## src/rtl/bpa_pkg.sv

```systemverilog
`default_nettype none
package bpa_pkg;

	localparam int DEF_POOL_PAGES = 4096;
	localparam int DEF_MAX_RUN    = 64;
	localparam int DEF_PAGE_BYTES = 4096;

	localparam int BASE_W  = 20;
	localparam int POOL_W  = 13;
	localparam int COUNT_W = 7;
	localparam int STAT_W  = 3;
	localparam int ADDR_W  = 32;
	localparam int CFG_IDX_W = 2;

	localparam logic [BASE_W-1:0] RST_VIRT_BASE  = 20'd786688;
	localparam logic [BASE_W-1:0] RST_PHYS_BASE  = 20'd512;
	localparam logic [POOL_W-1:0] RST_POOL_PAGES = 13'd4096;

	localparam logic [CFG_IDX_W-1:0] CFG_VIRT_BASE  = 2'd0;
	localparam logic [CFG_IDX_W-1:0] CFG_PHYS_BASE  = 2'd1;
	localparam logic [CFG_IDX_W-1:0] CFG_POOL_PAGES = 2'd2;

	localparam logic [STAT_W-1:0] STAT_OK          = 3'd0;
	localparam logic [STAT_W-1:0] STAT_BAD_COUNT   = 3'd1;
	localparam logic [STAT_W-1:0] STAT_UNSUPPORTED = 3'd2;
	localparam logic [STAT_W-1:0] STAT_NO_VIRT     = 3'd3;
	localparam logic [STAT_W-1:0] STAT_NO_PHYS     = 3'd4;

	typedef enum logic [3:0] {
		ST_CLEAR,
		ST_IDLE,
		ST_CHECK,
		ST_VREQ,
		ST_VSCAN,
		ST_MREQ,
		ST_MWR,
		ST_PREQ,
		ST_PCHK,
		ST_EMIT_OK,
		ST_EMIT_ERR
	} bpa_state_t;

	typedef struct packed {
		logic              clr_write;
		logic              clr_step;
		logic              take;
		logic              err_set;
		logic [STAT_W-1:0] err_code;
		logic              vinit;
		logic              vread;
		logic              vscan;
		logic              mread;
		logic              mwrite;
		logic              pinit;
		logic              pread;
		logic              pcheck;
		logic              emit_ok;
		logic              emit_err;
	} bpa_cmd_t;

	typedef struct packed {
		logic clr_last;
		logic bad_count;
		logic user_req;
		logic v_end;
		logic v_found;
		logic v_stop;
		logic chunk_last;
		logic m_last;
		logic p_end;
		logic p_found;
		logic out_free;
		logic last_page;
	} bpa_stat_t;

endpackage
`default_nettype wire

```

## src/rtl/bpa_ctrl.sv

```systemverilog
`default_nettype none
module bpa_ctrl import bpa_pkg::*; (
	input  wire logic      clk,
	input  wire logic      arst_n,
	input  wire logic      in_valid,
	output logic           in_ready,
	input  wire bpa_stat_t stat,
	output bpa_cmd_t       cmd
);

	bpa_state_t state_q, state_d;

	always_ff @(posedge clk or negedge arst_n) begin
		if (!arst_n) begin
			state_q <= ST_CLEAR;
		end else begin
			state_q <= state_d;
		end
	end

	always_comb begin
		state_d  = state_q;
		cmd      = '0;
		in_ready = 1'b0;
		case (state_q)
			ST_CLEAR: begin
				cmd.clr_write = 1'b1;
				cmd.clr_step  = 1'b1;
				if (stat.clr_last) begin
					state_d = ST_IDLE;
				end
			end
			ST_IDLE: begin
				in_ready = 1'b1;
				if (in_valid) begin
					cmd.take = 1'b1;
					state_d  = ST_CHECK;
				end
			end
			ST_CHECK: begin
				if (stat.bad_count) begin
					cmd.err_set  = 1'b1;
					cmd.err_code = STAT_BAD_COUNT;
					state_d      = ST_EMIT_ERR;
				end else if (stat.user_req) begin
					cmd.err_set  = 1'b1;
					cmd.err_code = STAT_UNSUPPORTED;
					state_d      = ST_EMIT_ERR;
				end else begin
					cmd.vinit = 1'b1;
					state_d   = ST_VREQ;
				end
			end
			ST_VREQ: begin
				if (stat.v_end) begin
					cmd.err_set  = 1'b1;
					cmd.err_code = STAT_NO_VIRT;
					state_d      = ST_EMIT_ERR;
				end else begin
					cmd.vread = 1'b1;
					state_d   = ST_VSCAN;
				end
			end
			ST_VSCAN: begin
				cmd.vscan = 1'b1;
				if (stat.v_found) begin
					state_d = ST_MREQ;
				end else if (stat.v_stop) begin
					cmd.err_set  = 1'b1;
					cmd.err_code = STAT_NO_VIRT;
					state_d      = ST_EMIT_ERR;
				end else if (stat.chunk_last) begin
					state_d = ST_VREQ;
				end
			end
			ST_MREQ: begin
				cmd.mread = 1'b1;
				state_d   = ST_MWR;
			end
			ST_MWR: begin
				cmd.mwrite = 1'b1;
				if (stat.m_last) begin
					cmd.pinit = 1'b1;
					state_d   = ST_PREQ;
				end else begin
					state_d = ST_MREQ;
				end
			end
			ST_PREQ: begin
				if (stat.p_end) begin
					cmd.err_set  = 1'b1;
					cmd.err_code = STAT_NO_PHYS;
					state_d      = ST_EMIT_ERR;
				end else begin
					cmd.pread = 1'b1;
					state_d   = ST_PCHK;
				end
			end
			ST_PCHK: begin
				cmd.pcheck = 1'b1;
				state_d    = stat.p_found ? ST_EMIT_OK : ST_PREQ;
			end
			ST_EMIT_OK: begin
				if (stat.out_free) begin
					cmd.emit_ok = 1'b1;
					state_d     = stat.last_page ? ST_IDLE : ST_PREQ;
				end
			end
			ST_EMIT_ERR: begin
				if (stat.out_free) begin
					cmd.emit_err = 1'b1;
					state_d      = ST_IDLE;
				end
			end
			default: begin
				state_d = ST_IDLE;
			end
		endcase
	end

endmodule
`default_nettype wire

```

## config.mk

```make
export PLATFORM = sky130hd
export DESIGN_NAME = bpa_ctrl
export DESIGN_NICKNAME = d
export VERILOG_FILES = /design/src/rtl/bpa_pkg.sv /design/src/rtl/bpa_ctrl.sv
export SDC_FILE = /design/constraint.sdc
export NUM_CORES = 1
export LEC_CHECK = 0
export ABC_AREA = 1
export BUFFER_PORTS_ARGS = -buffer_cell sky130_fd_sc_hd__buf_2
export CAP_MARGIN = 20
export CORE_MARGIN = 2
export CORE_UTILIZATION = 35
export CTS_CLUSTER_SIZE = 40
export DETAILED_ROUTE_END_ITERATION = 10
export PLACE_DENSITY = 0.69
export SYNTH_ARGS = -nofsm -noshare
export SYNTH_HDL_FRONTEND = slang
export SYNTH_SLANG_ARGS = --single-unit
```

## constraint.sdc

```tcl
create_clock -name clk -period 1.7 [get_ports clk]
set_input_delay 0.34 -clock clk [delete_from_list [all_inputs] [get_ports clk]]
set_output_delay 0.34 -clock clk [all_outputs]
set_load 0.02 [all_outputs]
```

==> run metrics <==
largest registers state_q x4; maximum root-to-sink buffer count 2; CTS Sinks 4; unrepaired setup endpoints after global routing yes; mapped cell area a little under 600 um^2; clk root buf clkbuf_4; Max-cap violations 0; Worst Path Class, Setup flop to output port; most frequent cells in the layout nand2_1 (22), buf_4 (20), buf_2 (19), inv_1 (17), nor2_1 (16); Most flops, register state_q; initial antenna violation count 0; Pwr Total 0.00171 W; DR vias just under 900; Die Ht between 40 and 50 um; GR Layer Usage met1 between 20% and 30%; Die W about 45 um; WL final between 2000 and 2500 um; CTS tree built; area delta synth->final 80.6%; crit end category output port; Final HPWL DP 1450 um; grt ovf 0; Final Slew Violations 0; Slew HR 81.4%; Final Wtd Congestion 0.838; hold path depth 3; io pins 33; slew of the pin with the lowest slew margin 278 ps; worst-case hold path end point state_q[3]; Power Density ~1600 nW/um^2; largest net degree at the start of global routing 7; final critical-path share of the clock period 104%; fmax about 570 MHz; Synth cell types 17; Hold Fails Final Rpt 0; reg-to-reg startpoint state_q[0]; worst path required time 1360 ps; worst hold slack between 300 and 400 ps; PortBufs 32; final net count between 150 and 200; core area 1520 um^2; R2R Setup Slk 230 ps; post-route ant nets 0; ant diodes 0; TritonCTS buffer count 3; commonest non-fill, non-tap cell in the layout nand2_1; Synth Net Count 124; Syn Inst Count approximately 110; vias in the first global route between 700 and 800; clock skew 0.285 ps; hold path startpoint stat[2]; Final Non-Filler Cells approximately 170; placed cells approximately 160; first-iteration detailed-routing DRC count 23; Worst EP arrival roughly 1400 ps; post-layout minimum cycle time around 1800 ps; htree depth 1; Worst Path Max Fanout 6; Tot GR Track Use between 20% and 30%; share of cells above drive strength 1 between 50 and 60%; Hold Crit Class primary input to flop; Yosys reg bits 4; sequential area share after synthesis 17.2%; Startpoint Class flop; first-pass GRT wire length around 3000 um; grt peak-use layer met2; DR vias/cell just over 5; die area ~2000 um^2; Pre-antenna DRT Iters 4; met2 usage between 30 and 40%; drt drc 0; fill count 134; Setup Viol. Count Final 5; worst reg2reg path depth 10; Worst-Skew Late Latency 240 ps; CP startpoint state_q[1]; Synth Area per Inst ~5.3 um^2; CTS clk-pin slew, worst paths 40 ps; num rows 14; status finished with violations; Initial Utilization between 30% and 40%; leakage roughly 0.65 nW; max FFs per register 4; violated checks negative setup slack; final setup margin -66.4 ps; GRT met3 Usage under 10%; R2R Path End state_q[1]; routed len/inst roughly 13 um; YS warnings 0; VDD IR-drop max roughly 0.00093 V
## Yosys cell counts (all sizes together)
cell type,count,share of area [%]
buf,1,1.3
dfrtp,4,17
inv,24,15
nand2,32,22
nand3,11,9.5
nand3b,2,3.2
nand4,1,1.1
nor2,27,24
nor3,1,0.86
o211ai,1,1.3
o21ai,5,4.3
## per-stage QoR
| stage | util, % | TNS (ps) | cell area [um^2] | setup WS (ps) |
|---|---|---|---|---|
| 2_1_floorplan | - | 0 | 582 | 59.3 |
| 3_3_place_gp | 50.5 | 0 | 769 | 143 |
| 3_5_place_dp | 50.5 | 0 | 769 | 112 |
| 4_1_cts | 57.6 | -33.6 | 877 | -23.3 |
| 5_1_grt | 69.0 | -727 | 1050 | -120 |
| 6_report | 69.0 | -200 | 1050 | -66.4 |
## routing by layer
layer,up-vias,share of wire [%]
met5,-,0
met1,423,39
li1,428,-
met2,37,55
met4,0,0.35
met3,2,5.8
## where the power goes
| group | internal [W] | switching [W] | leakage (nW) |
|---|---|---|---|
| sequential | 0.000145 | 0.0000945 | 0.0458 |
| clock | 0.0000793 | 0.0000433 | 0.0138 |
| combinational | 0.000565 | 0.000782 | 0.589 |
## cell families after synthesis
logic type             count (synthesis)  share of synthesized area [%]
AO/OA/AOI/OAI                          6                           5.59
buffers and inverters                 25                           16.8
flip-flops                             4                           17.2
AND/OR/NAND/NOR                       74                           60.4
## how the worst max path moves through the flow
stage / end / slack (ps) / cells past startpoint
2_1_floorplan: cmd[11] / 60 / 3
3_3_place_gp: cmd[13] / 140 / 6
3_5_place_dp: cmd[10] / 110 / 6
4_1_cts: cmd[13] / -20 / 7
5_1_grt: cmd[11] / -120 / 8
6_report: cmd[11] / -70 / 8
## final cells by class
class	instances	area, um^2	area share (%)
timing repair buffer	47	334	31.8
multi-input combinational	80	474	45.1
clock buffer	3	22.5	2.14
inverter	24	95.1	9.05
sequential	4	105	10.0
tap	16	20.0	1.90
## critical path, cell delays in order, from the launching register on
cell     delay [ps]
dfrtp_2         470
inv_4           110
nand2_4          60
nor2_4          100
nand2_2          60
nand2_2         110
inv_2            60
o21ai_2          70
buf_6           140
## what timing repair did
action	CTS	global route
hold buffers	1	0
setup buffers	7	5
endpoints found under the setup margin	6	12
resized for setup	13	43
endpoints found under the hold margin	4	0
pin swaps	4	10
No activity file was read; power rests on OpenSTA's default activity.
