`src/rtl/bpa_pkg.sv`:
```
`default_nettype none
package bpa_pkg;

	localparam int DEF_POOL_PAGES = 4096;
	localparam int DEF_MAX_RUN    = 64;
	localparam int DEF_PAGE_BYTES = 4096;

	localparam int BASE_W  = 20;
	localparam int POOL_W  = 13;
	localparam int COUNT_W = 7;
	localparam int STAT_W  = 3;
	localparam int ADDR_W  = 32;
	localparam int CFG_IDX_W = 2;

	localparam logic [BASE_W-1:0] RST_VIRT_BASE  = 20'd786688;
	localparam logic [BASE_W-1:0] RST_PHYS_BASE  = 20'd512;
	localparam logic [POOL_W-1:0] RST_POOL_PAGES = 13'd4096;

	localparam logic [CFG_IDX_W-1:0] CFG_VIRT_BASE  = 2'd0;
	localparam logic [CFG_IDX_W-1:0] CFG_PHYS_BASE  = 2'd1;
	localparam logic [CFG_IDX_W-1:0] CFG_POOL_PAGES = 2'd2;

	localparam logic [STAT_W-1:0] STAT_OK          = 3'd0;
	localparam logic [STAT_W-1:0] STAT_BAD_COUNT   = 3'd1;
	localparam logic [STAT_W-1:0] STAT_UNSUPPORTED = 3'd2;
	localparam logic [STAT_W-1:0] STAT_NO_VIRT     = 3'd3;
	localparam logic [STAT_W-1:0] STAT_NO_PHYS     = 3'd4;

	typedef enum logic [3:0] {
		ST_CLEAR,
		ST_IDLE,
		ST_CHECK,
		ST_VREQ,
		ST_VSCAN,
		ST_MREQ,
		ST_MWR,
		ST_PREQ,
		ST_PCHK,
		ST_EMIT_OK,
		ST_EMIT_ERR
	} bpa_state_t;

	typedef struct packed {
		logic              clr_write;
		logic              clr_step;
		logic              take;
		logic              err_set;
		logic [STAT_W-1:0] err_code;
		logic              vinit;
		logic              vread;
		logic              vscan;
		logic              mread;
		logic              mwrite;
		logic              pinit;
		logic              pread;
		logic              pcheck;
		logic              emit_ok;
		logic              emit_err;
	} bpa_cmd_t;

	typedef struct packed {
		logic clr_last;
		logic bad_count;
		logic user_req;
		logic v_end;
		logic v_found;
		logic v_stop;
		logic chunk_last;
		logic m_last;
		logic p_end;
		logic p_found;
		logic out_free;
		logic last_page;
	} bpa_stat_t;

endpackage
`default_nettype wire

```
`src/rtl/bpa_dp.sv`:
```
`default_nettype none
module bpa_dp import bpa_pkg::*; #(
	parameter int POOL_PAGES = DEF_POOL_PAGES,
	parameter int MAX_RUN    = DEF_MAX_RUN,
	parameter int PAGE_BYTES = DEF_PAGE_BYTES,
	localparam int MAP_WORDS = (POOL_PAGES + 31) / 32,
	localparam int IDX_W     = $clog2(POOL_PAGES),
	localparam int AW        = (IDX_W > 5) ? IDX_W - 5 : 1
) (
	input  wire logic                 clk,
	input  wire logic                 arst_n,
	input  wire bpa_cmd_t             cmd,
	output bpa_stat_t                 stat,
	input  wire logic                 in_user,
	input  wire logic [COUNT_W-1:0]   in_count,
	input  wire logic                 cfg_we,
	input  wire logic [CFG_IDX_W-1:0] cfg_idx,
	input  wire logic [BASE_W-1:0]    cfg_wdata,
	output logic                      v_we,
	output logic      [AW-1:0]        v_waddr,
	output logic      [31:0]          v_wdata,
	output logic                      v_re,
	output logic      [AW-1:0]        v_raddr,
	input  wire logic [31:0]          v_rdata,
	output logic                      p_we,
	output logic      [AW-1:0]        p_waddr,
	output logic      [31:0]          p_wdata,
	output logic                      p_re,
	output logic      [AW-1:0]        p_raddr,
	input  wire logic [31:0]          p_rdata,
	output logic                      out_valid,
	input  wire logic                 out_ready,
	output logic      [STAT_W-1:0]    out_status,
	output logic      [ADDR_W-1:0]    out_virt_addr,
	output logic      [ADDR_W-1:0]    out_phys_addr,
	output logic                      out_last
);

	localparam int CW    = AW + 6;
	localparam int LIM_W = $clog2(POOL_PAGES + 1);
	localparam int LW2   = (LIM_W > POOL_W) ? LIM_W : POOL_W;
	localparam int SH    = $clog2(PAGE_BYTES);

	logic [BASE_W-1:0]  virt_base_q, phys_base_q;
	logic [POOL_W-1:0]  pool_q;
	logic [COUNT_W-1:0] cnt_q, run_q, k_q;
	logic               user_q;
	logic [STAT_W-1:0]  err_q;
	logic [AW:0]        w_q, hint_q;
	logic [1:0]         chunk_q;
	logic [CW-1:0]      start_q, f_q;
	logic [AW-1:0]      clr_q;

	logic               out_valid_q, out_last_q;
	logic [STAT_W-1:0]  out_status_q;
	logic [ADDR_W-1:0]  out_va_q, out_pa_q;

	logic [LW2-1:0] pool_ext, lim_c;
	logic [CW-1:0]  lim_ext, wbase, cb, rem, end_c;

	assign pool_ext = LW2'(pool_q);
	assign lim_c    = (pool_ext > LW2'(POOL_PAGES)) ? LW2'(POOL_PAGES) : pool_ext;
	assign lim_ext  = CW'(lim_c);
	assign wbase    = {w_q, 5'd0};
	assign cb       = {w_q, chunk_q, 3'd0};

	// first-fit run tracking over one byte of the word
	logic [7:0]         chunk_bits;
	logic [COUNT_W-1:0] run_c;
	logic               fnd_c, stop_c;
	logic [CW-1:0]      st_c;

	always_comb begin
		logic [CW-1:0] idx;
		chunk_bits = 8'(v_rdata >> {chunk_q, 3'd0});
		run_c  = run_q;
		fnd_c  = 1'b0;
		stop_c = 1'b0;
		st_c   = '0;
		for (int j = 0; j < 8; j++) begin
			idx = cb + CW'(j);
			if (!fnd_c && !stop_c) begin
				if (idx >= lim_ext) begin
					stop_c = 1'b1;
				end else if (chunk_bits[j]) begin
					run_c = '0;
				end else begin
					run_c = run_c + COUNT_W'(1);
					if (run_c == cnt_q) begin
						fnd_c = 1'b1;
						st_c  = idx + CW'(1) - CW'(cnt_q);
					end
				end
			end
		end
	end

	// mask of the granted run inside the current word
	logic [AW:0]   ws, we_w;
	logic [4:0]    lo, hi;
	logic [31:0]   run_mask;

	assign end_c    = start_q + CW'(cnt_q) - CW'(1);
	assign ws       = start_q[CW-1:5];
	assign we_w     = end_c[CW-1:5];
	assign lo       = (w_q == ws) ? start_q[4:0] : 5'd0;
	assign hi       = (w_q == we_w) ? end_c[4:0] : 5'd31;
	assign run_mask = (32'hFFFF_FFFF << lo) & (32'hFFFF_FFFF >> (5'd31 - hi));

	// lowest free frame in the current word, frames past the limit count as used
	logic [31:0] beyond, masked, new_word;
	logic [4:0]  lz;
	logic        pfound, full_after;

	assign rem    = lim_ext - wbase;
	assign beyond = (rem >= CW'(32)) ? 32'd0 : (32'hFFFF_FFFF << rem[4:0]);
	assign masked = p_rdata | beyond;
	assign pfound = (masked != 32'hFFFF_FFFF);

	always_comb begin
		lz = 5'd0;
		for (int j = 31; j >= 0; j--) begin
			if (!masked[j]) begin
				lz = 5'(j);
			end
		end
	end

	assign new_word   = p_rdata | (32'd1 << lz);
	assign full_after = pfound ? (&new_word) : (&p_rdata);

	logic [31:0] va_page, pa_page;
	assign va_page = 32'(virt_base_q) + 32'(start_q) + 32'(k_q);
	assign pa_page = 32'(phys_base_q) + 32'(f_q);

	always_comb begin
		stat            = '0;
		stat.clr_last   = (clr_q == AW'(MAP_WORDS - 1));
		stat.bad_count  = (cnt_q == '0) || (cnt_q > COUNT_W'(MAX_RUN));
		stat.user_req   = user_q;
		stat.v_end      = (wbase >= lim_ext);
		stat.v_found    = fnd_c;
		stat.v_stop     = stop_c;
		stat.chunk_last = (chunk_q == 2'd3);
		stat.m_last     = (w_q == we_w);
		stat.p_end      = (wbase >= lim_ext);
		stat.p_found    = pfound;
		stat.out_free   = !out_valid_q || out_ready;
		stat.last_page  = (COUNT_W'(k_q + COUNT_W'(1)) == cnt_q);
	end

	assign v_we    = cmd.clr_write | cmd.mwrite;
	assign v_waddr = cmd.clr_write ? clr_q : w_q[AW-1:0];
	assign v_wdata = cmd.clr_write ? 32'd0 : (v_rdata | run_mask);
	assign v_re    = cmd.vread | cmd.mread;
	assign v_raddr = w_q[AW-1:0];

	assign p_we    = cmd.clr_write | (cmd.pcheck & pfound);
	assign p_waddr = cmd.clr_write ? clr_q : w_q[AW-1:0];
	assign p_wdata = cmd.clr_write ? 32'd0 : new_word;
	assign p_re    = cmd.pread;
	assign p_raddr = w_q[AW-1:0];

	always_ff @(posedge clk or negedge arst_n) begin
		if (!arst_n) begin
			virt_base_q <= RST_VIRT_BASE;
			phys_base_q <= RST_PHYS_BASE;
			pool_q      <= RST_POOL_PAGES;
			clr_q       <= '0;
			hint_q      <= '0;
			out_valid_q <= 1'b0;
		end else begin
			if (cfg_we) begin
				case (cfg_idx)
					CFG_VIRT_BASE:  virt_base_q <= cfg_wdata;
					CFG_PHYS_BASE:  phys_base_q <= cfg_wdata;
					CFG_POOL_PAGES: pool_q      <= cfg_wdata[POOL_W-1:0];
					default: ;
				endcase
			end
			if (cmd.clr_step) begin
				clr_q <= clr_q + AW'(1);
			end
			// skip words that are completely taken on later scans
			if (cmd.pcheck && (w_q == hint_q) && full_after) begin
				hint_q <= hint_q + (AW+1)'(1);
			end
			if (cmd.emit_ok || cmd.emit_err) begin
				out_valid_q <= 1'b1;
			end else if (out_ready) begin
				out_valid_q <= 1'b0;
			end
		end
	end

	always_ff @(posedge clk) begin
		if (cmd.take) begin
			cnt_q  <= in_count;
			user_q <= in_user;
		end
		if (cmd.err_set) begin
			err_q <= cmd.err_code;
		end
		if (cmd.vinit) begin
			w_q     <= '0;
			chunk_q <= 2'd0;
			run_q   <= '0;
		end
		if (cmd.vscan) begin
			if (fnd_c) begin
				start_q <= st_c;
				w_q     <= st_c[CW-1:5];
			end else begin
				run_q   <= run_c;
				chunk_q <= chunk_q + 2'd1;
				if (chunk_q == 2'd3) begin
					w_q <= w_q + (AW+1)'(1);
				end
			end
		end
		if (cmd.mwrite && !cmd.pinit) begin
			w_q <= w_q + (AW+1)'(1);
		end
		if (cmd.pinit) begin
			w_q <= hint_q;
			k_q <= '0;
		end
		if (cmd.pcheck) begin
			if (pfound) begin
				f_q <= {w_q, lz};
			end else begin
				w_q <= w_q + (AW+1)'(1);
			end
		end
		if (cmd.emit_ok) begin
			k_q          <= k_q + COUNT_W'(1);
			out_status_q <= STAT_OK;
			out_va_q     <= 32'(va_page << SH);
			out_pa_q     <= 32'(pa_page << SH);
			out_last_q   <= stat.last_page;
		end
		if (cmd.emit_err) begin
			out_status_q <= err_q;
			out_va_q     <= '0;
			out_pa_q     <= '0;
			out_last_q   <= 1'b1;
		end
	end

	assign out_valid     = out_valid_q;
	assign out_status    = out_status_q;
	assign out_virt_addr = out_va_q;
	assign out_phys_addr = out_pa_q;
	assign out_last      = out_last_q;

endmodule
`default_nettype wire

```
`config.mk`:
```
export PLATFORM = sky130hd
export DESIGN_NAME = bpa_dp
export DESIGN_NICKNAME = d
export VERILOG_FILES = /design/src/rtl/bpa_pkg.sv /design/src/rtl/bpa_dp.sv
export SDC_FILE = /design/constraint.sdc
export NUM_CORES = 1
export LEC_CHECK = 0
export ABC_CLOCK_PERIOD_IN_PS = 20300
export BUFFER_PORTS_ARGS = -buffer_cell sky130_fd_sc_hd__buf_4
export CAP_MARGIN = 10
export CORE_MARGIN = 2
export CORE_UTILIZATION = 55
export CTS_BUF_LIST = sky130_fd_sc_hd__clkbuf_16
export DETAILED_ROUTE_END_ITERATION = 8
export GPL_TIMING_DRIVEN = 0
export PLACE_DENSITY = 0.83
export SLEW_MARGIN = 20
export SYNTH_ARGS = -nofsm -noshare
export SYNTH_HDL_FRONTEND = slang
export SYNTH_SLANG_ARGS = --single-unit
```
`constraint.sdc`:
```
create_clock -name clk -period 20.3 [get_ports clk]
set_clock_uncertainty 0.2 [all_clocks]
set_input_delay 1.015 -clock clk [delete_from_list [all_inputs] [get_ports clk]]
set_output_delay 1.015 -clock clk [all_outputs]
set_load 0.02 [all_outputs]
```
==> impl_metrics.toml <==
[yosys]
ys_seq_elements = 174
synth.distinct_cells = 124
synth-main-ff-cell = "dfrtp_1"
synth.avg_cell_area_sq_um = 7.74
netlist_instances = 2591
yosys_warnings = 0
synth_edf_count = 47
netlist_area_sq_um = 20100
ys_seq_area_share_pct = 21.5
async_reset_ff_share_pct = 39.7

[grt]
antenna_found_initial = 2
gr-total-overflow = 0
grt_pass1_wl_microns = 119000
track_usage_pct = 39.7
grt_pass1_vias = 21300
grt_max_degree = 70

[placement]
hpwl_microns = 62000
gp_congestion = 1.01
portBuffers = 263

[pwr]
power_density_nw_per_um2 = 94.8
p_int_uw = 1100
power.switching_uw = 1110
power.total_uw = 2200
combPwrFrac_pct = 63.8
seqPwrFrac_pct = 22.0
vdd_drop_max_v = 0.0000699
power_frac_clock_pct = 14.2
netSwitchingFraction_pct = 50.2
leakagePower_uw = 0.00986

[layout]
nFillCells = 3042
fin_nets = 3141
drive_gt1_share_pct = 17.7
final_cell_mix = "buf_4, nor2_1, a21oi_1, nand2_1, o21ai_0"
fin_util_pct = 65.1
final_common_cell = "buf_4"
syn_to_final_growth_pct = 16.0
antenna_cells = 0

[floorplan]
io_pins = 292
core_sq_um = 35700
floorplan.initialDensity_pct = 56.1
die_h_microns = 195
rows = 69
die-width_microns = 195
dieArea_sq_um = 38000

[sta]
tightest_slew_ps = 1080
fin_tns_setup_ps = 0
rsz0062_at_grt = "no"
setup_viol = 0
clock.fmax_mhz = 60.0
timing.hold.ws_ps = 288
maxSlewViolCount = 0
hold_viol_final = 0
slew_headroom_pct = 27.6
period_share_pct = 82.1
period_minus_slack_ps = 16660

[routing]
first_iter_violations = 2499
vias = 22300
drt_wl_total_microns = 78900
viasPerCell = 6.62
routedWlPerCell_microns = 23.4
remaining_drc_errors = 0
antenna_left = 0
first_pass_iters = 8

[worst_hold_path]
hp-class = "reg -> reg"
hold_start = "out_phys_addr[13]$_SDFFE_PP0P_"
min_path_cells = 2
hold-path-endpoint = "out_phys_addr[13]$_SDFFE_PP0P_"

[worst_setup_path]
regToRegSetupSlack_ps = 4350
critPathLaunchType = "register"
crit_top_cell = "ha_1"
cp_num_buf_inv = 12
crit_fanout = 10
crit_type = "reg -> out"
timing.reg2reg.worst_path_depth = 53
reg2reg_from = "w_q[5]$_DFF_P_"
arrival_ps = 15440
worst_setup_path_end_kind = "output port"
critPathSlowestCell = "clkinv_1"
r2r-end = "start_q[7]$_DFFE_PP_"
cp.required_ps = 19090
slowest_delay_ps = 680
critical-path-top-delay-family = "compound AO/OA/AOI/OAI gates"

[cts]
cts_tree = "built"
clock_latency_ps = 450
post_cts_buffers = 0
cts-resized-gates = 0
cts_sinks = 174
htree_levels = 4
hold_buffers = 0
cts_root_buffer = "clkbuf_16"
clk_path_buf_depth = 2
numCtsBuffers = 17
clkTransAtPathRegs_ps = 70

[run_status]
outcome = "finished, final reports clean"

[job]
cap_violations = 0
==> flip-flops by register name, summed over array words and instances (netlist names) <==
name and flops:
chunk_q 2, clr_q 7, cnt_q 7, err_q 3, f_q 13, hint_q 8
k_q 7, out_last 1, out_phys_addr 20, out_status 3, out_valid 1, out_virt_addr 20
phys_base_q 20, pool_ext 13, run_q 7, start_q 13, user_q 1, virt_base_q 20
w_q 8
==> through the flow <==
stage / instance area, sq um / std cells / setup slack (ps)
floorplan: 20100 / 2614 / 7910
global placement: 22700 / 3338 / 4360
detailed placement: 22700 / 3339 / 4670
CTS: 23200 / 3371 / 4150
global route: 23300 / 3371 / 2940
finish: 23300 / 3371 / 3640
==> layer usage <==
layer | global-route usage (%) | vias to the layer above | wire length, microns
met5 | 0 | - | 0
met4 | 22.7 | 0 | 4920
met3 | 6.94 | 296 | 7360
met2 | 64.9 | 1371 | 35900
met1 | 49.5 | 10600 | 30700
li1 | - | 10000 | -
==> kinds of logic after synthesis <==
group	Yosys count	synth area share [%]
buf+inv	300	6.89
mux	106	5.91
other cells	1	0.0187
simple gates	908	22.2
compound gates	797	26.8
fa+ha+maj	131	8.71
flops	174	21.5
xor+xnor	174	8.06
==> synthesized netlist by cell type, types with 19 or more instances <==
cell | n | area, sq um
nor2_1 | 271 | 1020
a21oi_1 | 229 | 1150
nand2_1 | 217 | 815
o21ai_0 | 130 | 651
inv_1 | 120 | 450
ha_1 | 114 | 1430
xnor2_1 | 111 | 972
clkbuf_1 | 87 | 327
nand3_1 | 82 | 410
dfrtp_1 | 64 | 1600
mux2_2 | 59 | 664
dfxtp_1 | 58 | 1160
xor2_1 | 55 | 482
buf_4 | 53 | 398
edfxtp_1 | 47 | 1410
nor3_1 | 47 | 235
mux2i_1 | 43 | 430
a21o_1 | 40 | 300
a31oi_1 | 39 | 244
and2_1 | 39 | 244
nor4_1 | 35 | 219
nand2b_1 | 34 | 213
nand4_1 | 34 | 213
o211ai_1 | 32 | 240
a211oi_1 | 31 | 233
nor2b_1 | 30 | 188
o21ai_1 | 30 | 150
and3_1 | 29 | 181
o21bai_1 | 25 | 188
o21a_1 | 22 | 165
buf_2 | 19 | 95.1
o22ai_1 | 19 | 119
or3_1 | 19 | 119
==> how the worst max path moves through the flow <==
stage,to,cells past startpoint,from
finish,stat[7],54,w_q[5]$_DFF_P_
global route,stat[7],54,w_q[5]$_DFF_P_
CTS,stat[7],53,w_q[5]$_DFF_P_
detailed placement,stat[7],53,w_q[5]$_DFF_P_
global placement,stat[7],51,w_q[5]$_DFF_P_
floorplan,stat[7],61,pool_ext[12]$_DFFE_PN1P_
==> tightest hold or removal path: stages, from the launching register on <==
cell      delay [ps]
dfxtp_1          320
nor2_1            80
a211oi_1          50
==> layout make-up <==
class | count | area (sq um) | area share [%]
buffer | 168 | 883 | 3.80
clock buffer | 17 | 425 | 1.83
clock inverter | 15 | 116 | 0.500
inverter | 132 | 498 | 2.14
multi-input combinational | 2140 | 14500 | 62.2
sequential | 174 | 4310 | 18.5
tap | 461 | 577 | 2.48
timing repair buffer | 264 | 1980 | 8.51
==> power by group through the flow <==
stage	clock [uW]	combinational (uW)	sequential, uW
floorplan	0	956	486
global placement	0	1320	484
detailed placement	0	1350	488
CTS	311	1370	481
global route	325	1510	489
finish	314	1410	484
Power figures use the tool's default switching activity.
